**src/hdl/tta_pkg.sv**
```systemverilog
// ----------------------------------------------------------------------------
// Tiled texture run address package
// Payload types, register indexes and widths shared by the run address unit.
// ----------------------------------------------------------------------------
`default_nettype none

package tta_pkg;

  localparam int CoordW  = 13;
  localparam int WidthW  = 14;
  localparam int PitchW  = 18;
  localparam int LogW    = 3;
  localparam int TilesW  = 10;
  localparam int AddrW   = 32;
  localparam int RunW    = 5;
  localparam int CfgIdxW = 3;
  localparam int CfgDataW = 18;

  // Largest texel size that changes the layout (sixteen bytes).
  localparam logic [LogW-1:0] MaxTexelLog2 = 3'd4;

  typedef enum logic [CfgIdxW-1:0] {
    CFG_SURFACE_WIDTH   = 3'd0,
    CFG_TEXEL_BYTES_LOG2 = 3'd1,
    CFG_DEST_ROW_PITCH  = 3'd2,
    CFG_RECT_LEFT       = 3'd3,
    CFG_RECT_TOP        = 3'd4,
    CFG_RECT_WIDTH      = 3'd5,
    CFG_DEST_X          = 3'd6,
    CFG_DEST_Y          = 3'd7
  } cfg_index_t;

  typedef struct packed {
    logic [CoordW-1:0] row_offset;
    logic [CoordW-1:0] col_offset;
  } in_t;

  typedef struct packed {
    logic [AddrW-1:0] source_offset;
    logic [AddrW-1:0] dest_offset;
    logic [RunW-1:0]  run_bytes;
    logic             run_valid;
  } out_t;

endpackage

`default_nettype wire

```
**src/hdl/tta_tile_addr.sv**
```systemverilog
// ----------------------------------------------------------------------------
// Tiled texture run address: tile swizzle
// Maps an absolute texel column and row to its byte offset in a surface
// stored as 32x32 texel tiles with bank and pipe interleaving.
// ----------------------------------------------------------------------------
`default_nettype none

module tta_tile_addr (
  input  wire logic [tta_pkg::WidthW-1:0] x,
  input  wire logic [tta_pkg::WidthW-1:0] y,
  input  wire logic [tta_pkg::LogW-1:0]   sh,
  input  wire logic [tta_pkg::TilesW-1:0] tiles_x,
  output logic      [tta_pkg::AddrW-1:0]  offset
);
  import tta_pkg::*;

  logic [3:0]        tile_shift;
  logic [18:0]       tile_row;
  logic [19:0]       tile_idx;
  logic [AddrW-1:0]  tile;
  logic [8:0]        micro;
  logic [AddrW-1:0]  swz;
  logic [1:0]        bank_hi;
  logic [2:0]        bank;

  always_comb begin
    tile_shift = {1'b0, sh} + 4'd6;
    tile_row   = {9'd0, tiles_x} * {10'd0, y[WidthW-1:5]};
    tile_idx   = {1'b0, tile_row} + {11'd0, x[WidthW-1:5]};
    tile       = ({12'd0, tile_idx} << tile_shift) & 32'h1FFF_FFFF;

    // Texel position inside the 8-wide micro block: four pairs of rows.
    micro = {4'd0, y[2:1], x[2:0]} << sh;

    swz = {27'd0, y[0], 4'd0}
        + ({31'd0, y[3]} << tile_shift)
        + {28'd0, micro[3:0]}
        + (({23'd0, micro[8:4], 4'd0} + tile) << 1);

    bank_hi = {y[3], 1'b0} + x[4:3];
    bank    = {bank_hi, y[4]};

    offset = {20'd0, bank[0], 11'd0}
           + {21'd0, swz[8:6], 8'd0}
           + {24'd0, bank[2:1], 6'd0}
           + {swz[28:9], 12'd0}
           + {26'd0, swz[5:0]};
  end

endmodule

`default_nettype wire

```
**src/hdl/tiled_texture_run_address.sv**
```systemverilog
// ----------------------------------------------------------------------------
// Tiled texture run address unit
// Turns a copy run (row and start column inside a source rectangle) into the
// tiled source byte offset, the linear destination byte offset and the run
// length for a detiling copy engine.
// ----------------------------------------------------------------------------
// The unit takes one transaction per clock on the input channel, unless in_stall
// holds it off, and returns exactly one result transaction for each, in order.
// An accepted transaction is captured in the input register, and its result is
// loaded into the result register once that register is empty or being drained;
// it is shown on the output from there and leaves when the output is not
// stalled. Throughput is one run per cycle while the output is not stalled;
// the clock period is set by the path from the input register
// through the two small multipliers (tile row times tiles per row, and
// destination pitch times row) and the offset adders into the result register.
// The two stages advance independently, so an item is taken into an empty
// input register while a finished result still waits to be taken downstream.
// Configuration writes are always accepted (cfg_ready is tied high) and must
// only be issued while the unit is empty.
`default_nettype none

module tiled_texture_run_address (
  input  wire logic                        clk,
  input  wire logic                        rst,
  input  wire logic                        in_valid,
  output logic                             in_stall,
  input  wire tta_pkg::in_t                in_data,
  output logic                             out_valid,
  input  wire logic                        out_stall,
  output tta_pkg::out_t                    out_data,
  input  wire logic                        cfg_valid,
  output logic                             cfg_ready,
  input  wire logic [tta_pkg::CfgIdxW-1:0]  cfg_index,
  input  wire logic [tta_pkg::CfgDataW-1:0] cfg_data
);
  import tta_pkg::*;

  // Configuration registers.
  logic [WidthW-1:0] surface_width;
  logic [LogW-1:0]   texel_bytes_log2;
  logic [PitchW-1:0] dest_row_pitch;
  logic [CoordW-1:0] rect_left;
  logic [CoordW-1:0] rect_top;
  logic [WidthW-1:0] rect_width;
  logic [CoordW-1:0] dest_x;
  logic [CoordW-1:0] dest_y;

  // Input register and result register with their valid flags.
  logic  in_reg_valid;
  in_t   in_reg;
  logic  res_valid;
  out_t  res;
  out_t  res_next;

  logic  res_load;
  logic  in_load;

  // Datapath signals.
  logic [LogW-1:0]    sh;
  logic [TilesW-1:0]  tiles_x;
  logic [WidthW:0]    sw_round;
  logic               col_ok;
  logic [WidthW-1:0]  x;
  logic [WidthW-1:0]  y;
  logic [RunW-1:0]    run_texels;
  logic [RunW-1:0]    left_in_run;
  logic [WidthW-1:0]  left_in_rect;
  logic [RunW-1:0]    run_len;
  logic [8:0]         run_len_bytes;
  logic [WidthW-1:0]  dcol;
  logic [WidthW-1:0]  drow;
  logic [AddrW-1:0]   dest_col_bytes;
  logic [AddrW-1:0]   dest_row_bytes;
  logic [AddrW-1:0]   src_offset;

  assign cfg_ready = 1'b1;

  always_ff @(posedge clk) begin
    if (rst) begin
      surface_width    <= 14'd1;
      texel_bytes_log2 <= 3'd4;
      dest_row_pitch   <= '0;
      rect_left        <= '0;
      rect_top         <= '0;
      rect_width       <= 14'd1;
      dest_x           <= '0;
      dest_y           <= '0;
    end else if (cfg_valid && cfg_ready) begin
      case (cfg_index_t'(cfg_index))
        CFG_SURFACE_WIDTH:    surface_width    <= cfg_data[WidthW-1:0];
        CFG_TEXEL_BYTES_LOG2: texel_bytes_log2 <= cfg_data[LogW-1:0];
        CFG_DEST_ROW_PITCH:   dest_row_pitch   <= cfg_data[PitchW-1:0];
        CFG_RECT_LEFT:        rect_left        <= cfg_data[CoordW-1:0];
        CFG_RECT_TOP:         rect_top         <= cfg_data[CoordW-1:0];
        CFG_RECT_WIDTH:       rect_width       <= cfg_data[WidthW-1:0];
        CFG_DEST_X:           dest_x           <= cfg_data[CoordW-1:0];
        CFG_DEST_Y:           dest_y           <= cfg_data[CoordW-1:0];
        default: ;
      endcase
    end
  end

  // The result register takes a new value when it is empty or being drained;
  // the input register refills whenever it empties into the result register.
  assign res_load  = in_reg_valid && (!res_valid || !out_stall);
  assign in_load   = !in_reg_valid || res_load;
  assign in_stall  = !in_load;
  assign out_valid = res_valid;
  assign out_data  = res;

  always_ff @(posedge clk) begin
    if (rst) begin
      in_reg_valid <= 1'b0;
      res_valid    <= 1'b0;
    end else begin
      if (in_load) begin
        in_reg_valid <= in_valid;
      end
      if (res_load) begin
        res_valid <= 1'b1;
      end else if (!out_stall) begin
        res_valid <= 1'b0;
      end
    end
  end

  always_ff @(posedge clk) begin
    if (in_load && in_valid) begin
      in_reg <= in_data;
    end
    if (res_load) begin
      res <= res_next;
    end
  end

  // Texel sizes above sixteen bytes behave as sixteen bytes.
  assign sh = (texel_bytes_log2 > MaxTexelLog2) ? MaxTexelLog2 : texel_bytes_log2;

  // Surface width rounded up to whole 32-texel tiles.
  assign sw_round = {1'b0, surface_width} + 15'd31;
  assign tiles_x  = sw_round[WidthW:5];

  assign x = {1'b0, rect_left} + {1'b0, in_reg.col_offset};
  assign y = {1'b0, rect_top} + {1'b0, in_reg.row_offset};

  tta_tile_addr u_tile_addr (
    .x       (x),
    .y       (y),
    .sh      (sh),
    .tiles_x (tiles_x),
    .offset  (src_offset)
  );

  always_comb begin
    col_ok = {1'b0, in_reg.col_offset} < rect_width;

    // A run covers 16 bytes, or 8 bytes when a texel is a single byte, and
    // stops early at the right edge of the rectangle.
    run_texels    = (sh == '0) ? 5'd8 : (5'd16 >> sh);
    left_in_run   = run_texels - (x[RunW-1:0] & (run_texels - 5'd1));
    left_in_rect  = rect_width - {1'b0, in_reg.col_offset};
    run_len       = (left_in_rect < {9'd0, left_in_run}) ? left_in_rect[RunW-1:0]
                                                         : left_in_run;
    run_len_bytes = {4'd0, run_len} << sh;

    // Linear destination: column bytes plus pitch times row.
    dcol           = {1'b0, in_reg.col_offset} + {1'b0, dest_x};
    drow           = {1'b0, in_reg.row_offset} + {1'b0, dest_y};
    dest_col_bytes = {18'd0, dcol} << sh;
    dest_row_bytes = {14'd0, dest_row_pitch} * {18'd0, drow};

    if (col_ok) begin
      res_next.source_offset = src_offset;
      res_next.dest_offset   = dest_col_bytes + dest_row_bytes;
      res_next.run_bytes     = run_len_bytes[RunW-1:0];
      res_next.run_valid     = 1'b1;
    end else begin
      res_next = '0;
    end
  end

endmodule

`default_nettype wire

```
**config.mk**
```make
export PLATFORM = sky130hd
export DESIGN_NAME = tiled_texture_run_address
export DESIGN_NICKNAME = d
export VERILOG_FILES = /design/src/hdl/tta_pkg.sv /design/src/hdl/tta_tile_addr.sv /design/src/hdl/tiled_texture_run_address.sv
export SDC_FILE = /design/constraint.sdc
export NUM_CORES = 1
export LEC_CHECK = 0
export BUFFER_PORTS_ARGS = -buffer_cell sky130_fd_sc_hd__buf_2
export CAP_MARGIN = 10
export CORE_MARGIN = 4
export CORE_UTILIZATION = 25
export CTS_CLUSTER_SIZE = 40
export DETAILED_ROUTE_END_ITERATION = 12
export PLACE_DENSITY_LB_ADDON = 0.1
export SYNTH_ARGS = -nofsm -noshare
export SYNTH_HDL_FRONTEND = slang
export SYNTH_SLANG_ARGS = --single-unit
```
**constraint.sdc**
```tcl
create_clock -name clk -period 17.2 [get_ports clk]
set_input_delay 0.86 -clock clk [delete_from_list [all_inputs] [get_ports clk]]
set_output_delay 0.86 -clock clk [all_outputs]
set_load 0.02 [all_outputs]
```
=== Word-level counts from Yosys, hierarchy flattened ===
Cells that the tools add are included.

* Register bits: 199
* Input port bits: 52
* Word-level logic and storage cells: 80

* $add $sub $neg: 20
* Multiply operators: 2
* $lt $le $gt $ge: 3
* Equal/unequal tests: 8
* Shifts and indexed selects: 6
* Multiplexer cells: 6
* Bitwise operators: 1
* Reductions and logical operators: 18

{| class="wikitable"
|+ Operator list
! cell !! number
|-
| $add A32 B32 Y32 || 2
|-
| $add A13 B13 Y14 || 4
|-
| $add A32 B6 Y32 || 1
|-
| $add A32 B8 Y32 || 1
|-
| $mul A18 B14 Y32 || 1
|-
| $shl A14 B3 Y32 || 1
|-
| $add A29 B29 Y29 || 1
|-
| $add A29 B4 Y29 || 1
|-
| $add A5 B29 Y29 || 1
|-
| $shl A1 B4 Y29 || 1
|-
| $add A9 B28 Y28 || 1
|-
| $shl A20 B4 Y28 || 1
|-
| $add A19 B9 Y20 || 1
|-
| $mul A10 B9 Y19 || 1
|-
| $reduce_and A2 Y1 || 8
|-
| $add A14 B5 Y15 const B || 1
|-
| $lt A13 B14 Y1 || 1
|-
| $lt A14 B5 Y1 || 1
|-
| $sub A14 B13 Y14 || 1
|-
| $add A12 B11 Y13 || 1
|-
| $eq A3 B3 Y1 const B || 4
|-
| $mux W5 || 2
|-
| $shl A5 B3 Y9 || 1
|-
| $eq A3 B2 Y1 const B || 2
|-
| 16 further kinds || 24
|}

=== Longest topological paths before layout ===
* Depth in word-level cells: 11
* Gate-level depth with buffers: 43

=== Hierarchy ===
Synthesis repeated with hierarchy kept, for this count alone.

* Cell total of the unflattened synthesis: 3,135
* Area total of the unflattened synthesis: 26,551.7 µm²

{| class="wikitable"
|+ Modules (own cells, without submodules)
! module !! times used !! cells each !! area each (µm²) !! seq. area each (µm²)
|-
| tiled_texture_run_address || 1 || 2,133 || 19,075.8 || 4,944.7
|-
| tta_tile_addr || 1 || 1,002 || 7,475.9 || 0.0
|}

=== Least setup slack after synthesis ===
Ideal clock, no wire load.

* Path kind: reg-to-reg
* Start point: register in_reg[13] (netlist name)
* End point: register res (netlist bit out_data[69]), data pin
* Library setup time: 147 ps
* Data arrival time: 9,135 ps
* Path slack: 7,918 ps
* Cell stages (with the launch flop): 38
* Cells stage by stage: edfxtp_1 -> ha_1 -> fa_1 -> a21o_1 -> a21oi_1 -> nor2b_1 -> o21a_1 -> o21ai_0 -> nand2b_1 -> a21oi_1 -> o21bai_1 -> a21oi_1 -> o21bai_1 -> a21oi_1 -> xor2_1 -> or2_2 -> fa_1 -> fa_1 -> (+2 left out) -> fa_1 -> inv_1 -> fa_1 -> inv_1 -> ha_1 -> a21oi_1 -> nand2_1 -> o2bb2ai_4 -> xor2_1 -> mux4_2 -> o21ai_4 -> nand4_4 -> or2_4 -> or3_4 -> nor3_2 -> o31ai_2 -> or4_1 -> a21oi_1

* Word-level cells in the longest chain between the ends: 10
* Elaborated cells between the ends (all ways): 15
* Classes of those cells: 11 x add/sub; 1 x mul; 3 x shift

{| class="wikitable"
|+ RTL lines
! item !! RTL line !! RTL
|-
| from (decl) || tiled_texture_run_address.sv:50 || <nowiki>in_t in_reg;</nowiki>
|-
| from (signal assigned) || tiled_texture_run_address.sv:129 || <nowiki>in_reg <= in_data;</nowiki>
|-
| $add A13 B13 Y14 (*) || tiled_texture_run_address.sv:144 || <nowiki>assign y = {1'b0, rect_top} + {1'b0, in_reg.row_offset};</nowiki>
|-
| $mul A10 B9 Y19 || tta_tile_addr.sv:28 || <nowiki>tile_row = {9'd0, tiles_x} * {10'd0, y[WidthW-1:5]};</nowiki>
|-
| $add A19 B9 Y20 || tta_tile_addr.sv:29 || <nowiki>tile_idx = {1'b0, tile_row} + {11'd0, x[WidthW-1:5]};</nowiki>
|-
| $shl A20 B4 Y28 || tta_tile_addr.sv:30 || <nowiki>tile = ({12'd0, tile_idx} << tile_shift) & 32'h1FFF_FFFF;</nowiki>
|-
| $add A9 B28 Y28 || tta_tile_addr.sv:38 || <nowiki>+ (({23'd0, micro[8:4], 4'd0} + tile) << 1);</nowiki>
|-
| $add A29 B29 Y29 || tta_tile_addr.sv:38 ||
|-
| $add A12 B11 Y13 || tta_tile_addr.sv:44 || <nowiki>+ {21'd0, swz[8:6], 8'd0}</nowiki>
|-
| $add A32 B8 Y32 || tta_tile_addr.sv:45 || <nowiki>+ {24'd0, bank[2:1], 6'd0}</nowiki>
|-
| $add A32 B32 Y32 || tta_tile_addr.sv:46 || <nowiki>+ {swz[28:9], 12'd0}</nowiki>
|-
| $add A32 B6 Y32 (*) || tta_tile_addr.sv:47 || <nowiki>+ {26'd0, swz[5:0]};</nowiki>
|-
| to (signal assigned) || tiled_texture_run_address.sv:132 || <nowiki>res <= res_next;</nowiki>
|-
| to (decl) || tiled_texture_run_address.sv:52 || <nowiki>out_t res;</nowiki>
|}

Mark *: on every way between the ends. The rest lies on a longest branch, timed or not.
A chain may end at the register's enable or synchronous reset.

=== Worst setup path in the final report ===
Same ends and word-level chain as after synthesis.

==> summary.txt <==
Run status
  – Status: complete, no violations

Yosys
  – Synthesized flop and latch total: 199
  – Number of synthesized flops with an enable pin: 96
  – Synth top area share: 22.98%
  – Cell taking the most area after synthesis: fa_1
  – Post-synthesis adder-cell area fraction: 35.87%
  – Most common cell in the synthesized netlist: nand2_1
  – Synth cell types: 100
  – Mux contribution to synthesized area: 1.391%
  – Largest family of logic cells by synthesized area: adder cells
  – Syn Inst Count: 2806
  – Post-synthesis sequential area ratio: 19.98%
  – Synth Area in Compound Gates: 13.08%
  – Mapped Area: around 25000 um2
  – Post-synthesis xor/xnor area fraction: 4.986%
  – Simple-gate share of the synthesized area: 17.88%
  – Ranking of synthesized cells by area: fa_1 23%, ha_1 13%, edfxtp_1 12%
  – Synth async-reset ratio: 0%
  – Synth top cells by count: 454 x nand2_1, 339 x inv_1, 284 x fa_1
  – Yosys warns: 0
  – Post-synth top flop: dfxtp_1
  – Mean Syn Cell Area: around 8.8 um2

Timing
  – Tmin final: 10.13 ns
  – Fin. Hold Viols: 0
  – Slew Limit Fails: 0
  – Fin crit share: 58.87%
  – TNS Setup: 0 ns
  – F_max: 98.75 MHz
  – Slew HR: 19.56%
  – RSZ-0062 raised after global routing: no
  – Slew of the pin with the lowest slew margin: 1.202 ns
  – Final setup viols: 0
  – Setup Skew: 0.02942 ns
  – Worst Hold Margin: between 0.4 and 0.5 ns

Detailed routing
  – Drt drc: 0
  – Routed len/inst: 17.88 um
  – Via density: 4.569
  – Final antenna-violating net count: 0
  – DRT Wirelength: approximately 75 mm
  – DR pass1 iterations: 5
  – Initial drt markers: about 1.1k
  – Vias: 19.17k

Placement
  – Port bufs: 123
  – Placer Congestion: 0.8110
  – Placed cells: around 4.2k
  – DP Area: around 27000 um2
  – DP HPWL: ~60 mm

Clock network
  – Num Clock Sinks: 199
  – Post-CTS sizing: 0
  – Clk pin slew, worst setup/hold paths: approximately 0.090 ns
  – CTS tree: built
  – Postcts setup bufs: 0
  – H-tree levels: 4
  – Clock Latency Late Sink: about 0.52 ns
  – Max clock buf depth: 2
  – Num CTS Buffers: 17
  – Hold-fix buffers, CTS: 0
  – Clock root cell: clkbuf_16

Finish
  – Nets@finish: 3484
  – Post-route insts no fill: 4195
  – Area grow syn2layout: 11.25%
  – Max reg flops: 70
  – Finished Cell Area: 27530 um2
  – Fill cell instance count of the final layout: ~11k
  – Share of cells above drive strength 1: under 10%

Setup path
  – Crit path required time: 17.55 ns
  – Setup crit start kind: flop
  – Crit end category: flop
  – Critical R2R Launch: in_reg[13]
  – CP arrival: 10.48 ns
  – Critical Path Max Stage Delay: roughly 0.68 ns
  – Slowest-stage cell, CP: o41ai_1
  – Setup CP Type: flop to flop
  – R2R depth: 37
  – Worst R2R Setup Slack: between 7 and 8 ns
  – Worst flop-to-flop path endpoint: out_data[69]
  – CP Max Fanout: 10

GRT
  – Total Routing Usage GR: 14.83%
  – Largest net degree at the start of global routing: 86
  – Vias in the first global route: around 20k
  – Grt total ovfl: 0
  – First-pass GRT wire length: 119.0 mm
  – Initial antenna violation count: 5

Floorplan
  – Rows: 115
  – Initial core utilization: 25.18%
  – Die Wd: 322.6 um
  – Die Span Y: 322.6 um
  – Core Area: between 90000 and 100000 um2
  – Die area: 104100 um2
  – Top-level port count: 125

Min path
  – Min-Delay Path Class: flop to flop
  – HP Start: surface_width[2]
  – Hold EP: surface_width[2]
  – WHS Path Cells: 2

Power
  – PwrDens: 60.22 nW/um2
  – Worst VDD drop: 71.82 uV
  – P_leak: 12.31 nW

Job
  – Max-cap violation count: 0
==> cell usage in the layout, fill, tap and decap left out, types with 22 or more instances in the layout <==
cell type,count
o21ai_0,55
xnor2_1,81
inv_1,339
edfxtp_1,96
fa_1,284
o21bai_1,30
mux2i_1,22
nor2b_1,32
and2_1,127
nor3_1,34
nand2b_1,33
dfxtp_1,102
ha_1,255
a21oi_1,232
buf_4,27
xor2_1,55
nor2_1,178
conb_1,22
a21o_1,41
buf_2,122
nand3_1,28
nand2_1,454
==> through the flow <==
stage	power, mW	setup slack [ns]	util (%)
floorplan	1.040	7.918	-
global placement	1.213	7.206	27.36
detailed placement	1.213	7.115	27.36
CTS	1.692	7.060	28.01
global route	1.793	6.251	28.01
finish	1.658	7.074	28.01
==> critical path: cells and delay by family (launching register included) <==
family	cells	cell delay (ns)
and+or+nand+nor	9	2.24
xor gates and xnor gates	1	0.09
AOI/OAI and AO/OA	15	3.22
adders and majority gates	8	3.63
DFF	1	0.42
buffers and inverters	4	0.33
==> report_power, final <==
| group | internal, mW | switching, mW |
|---|---|---|
| combinational | 0.256 | 0.413 |
| clock | 0.215 | 0.243 |
| sequential | 0.514 | 0.0169 |
==> worst max path at each step <==
stage / start / to / slack [ns] / depth (start not counted)
after global routing: in_reg[14] / out_data[69] / 6.25 / 35
after detailed placement: in_reg[14] / out_data[69] / 7.11 / 35
after global placement: in_reg[14] / out_data[69] / 7.21 / 35
final: in_reg[13] / out_data[69] / 7.07 / 37
after floorplan: in_reg[13] / out_data[69] / 7.92 / 37
after CTS: in_reg[13] / out_data[69] / 7.06 / 37
==> cell type report <==
cell class	count	area, um2	share of cell area [%]
repair buffers	149	813.3	2.954
multi-input cells	2186	18240	66.26
clock inverters	13	161.4	0.5863
flip-flops and latches	199	4946	17.97
inverters	340	1276	4.636
clock buffers	19	475.5	1.727
diodes	2	5.005	0.01818
well taps	1287	1610	5.849
==> layer usage <==
layer,track usage (%),vias up,share of wire (%)
li1,-,9373,-
met1,21.68,9396,51
met2,23.13,332,43
met3,1.970,66,3.7
met4,3.711,0,1.9
met5,0,-,0
==> logic make-up after synthesis <==
kind of cell / Yosys count
flip-flops: 199
AO/OA/AOI/OAI: 495
XOR/XNOR: 140
AND/OR/NAND/NOR: 960
adder cells (fa/ha/maj): 539
multiplexers: 30
buffers and inverters: 441
other: 2
No activity file was read; power rests on OpenSTA's default activity.
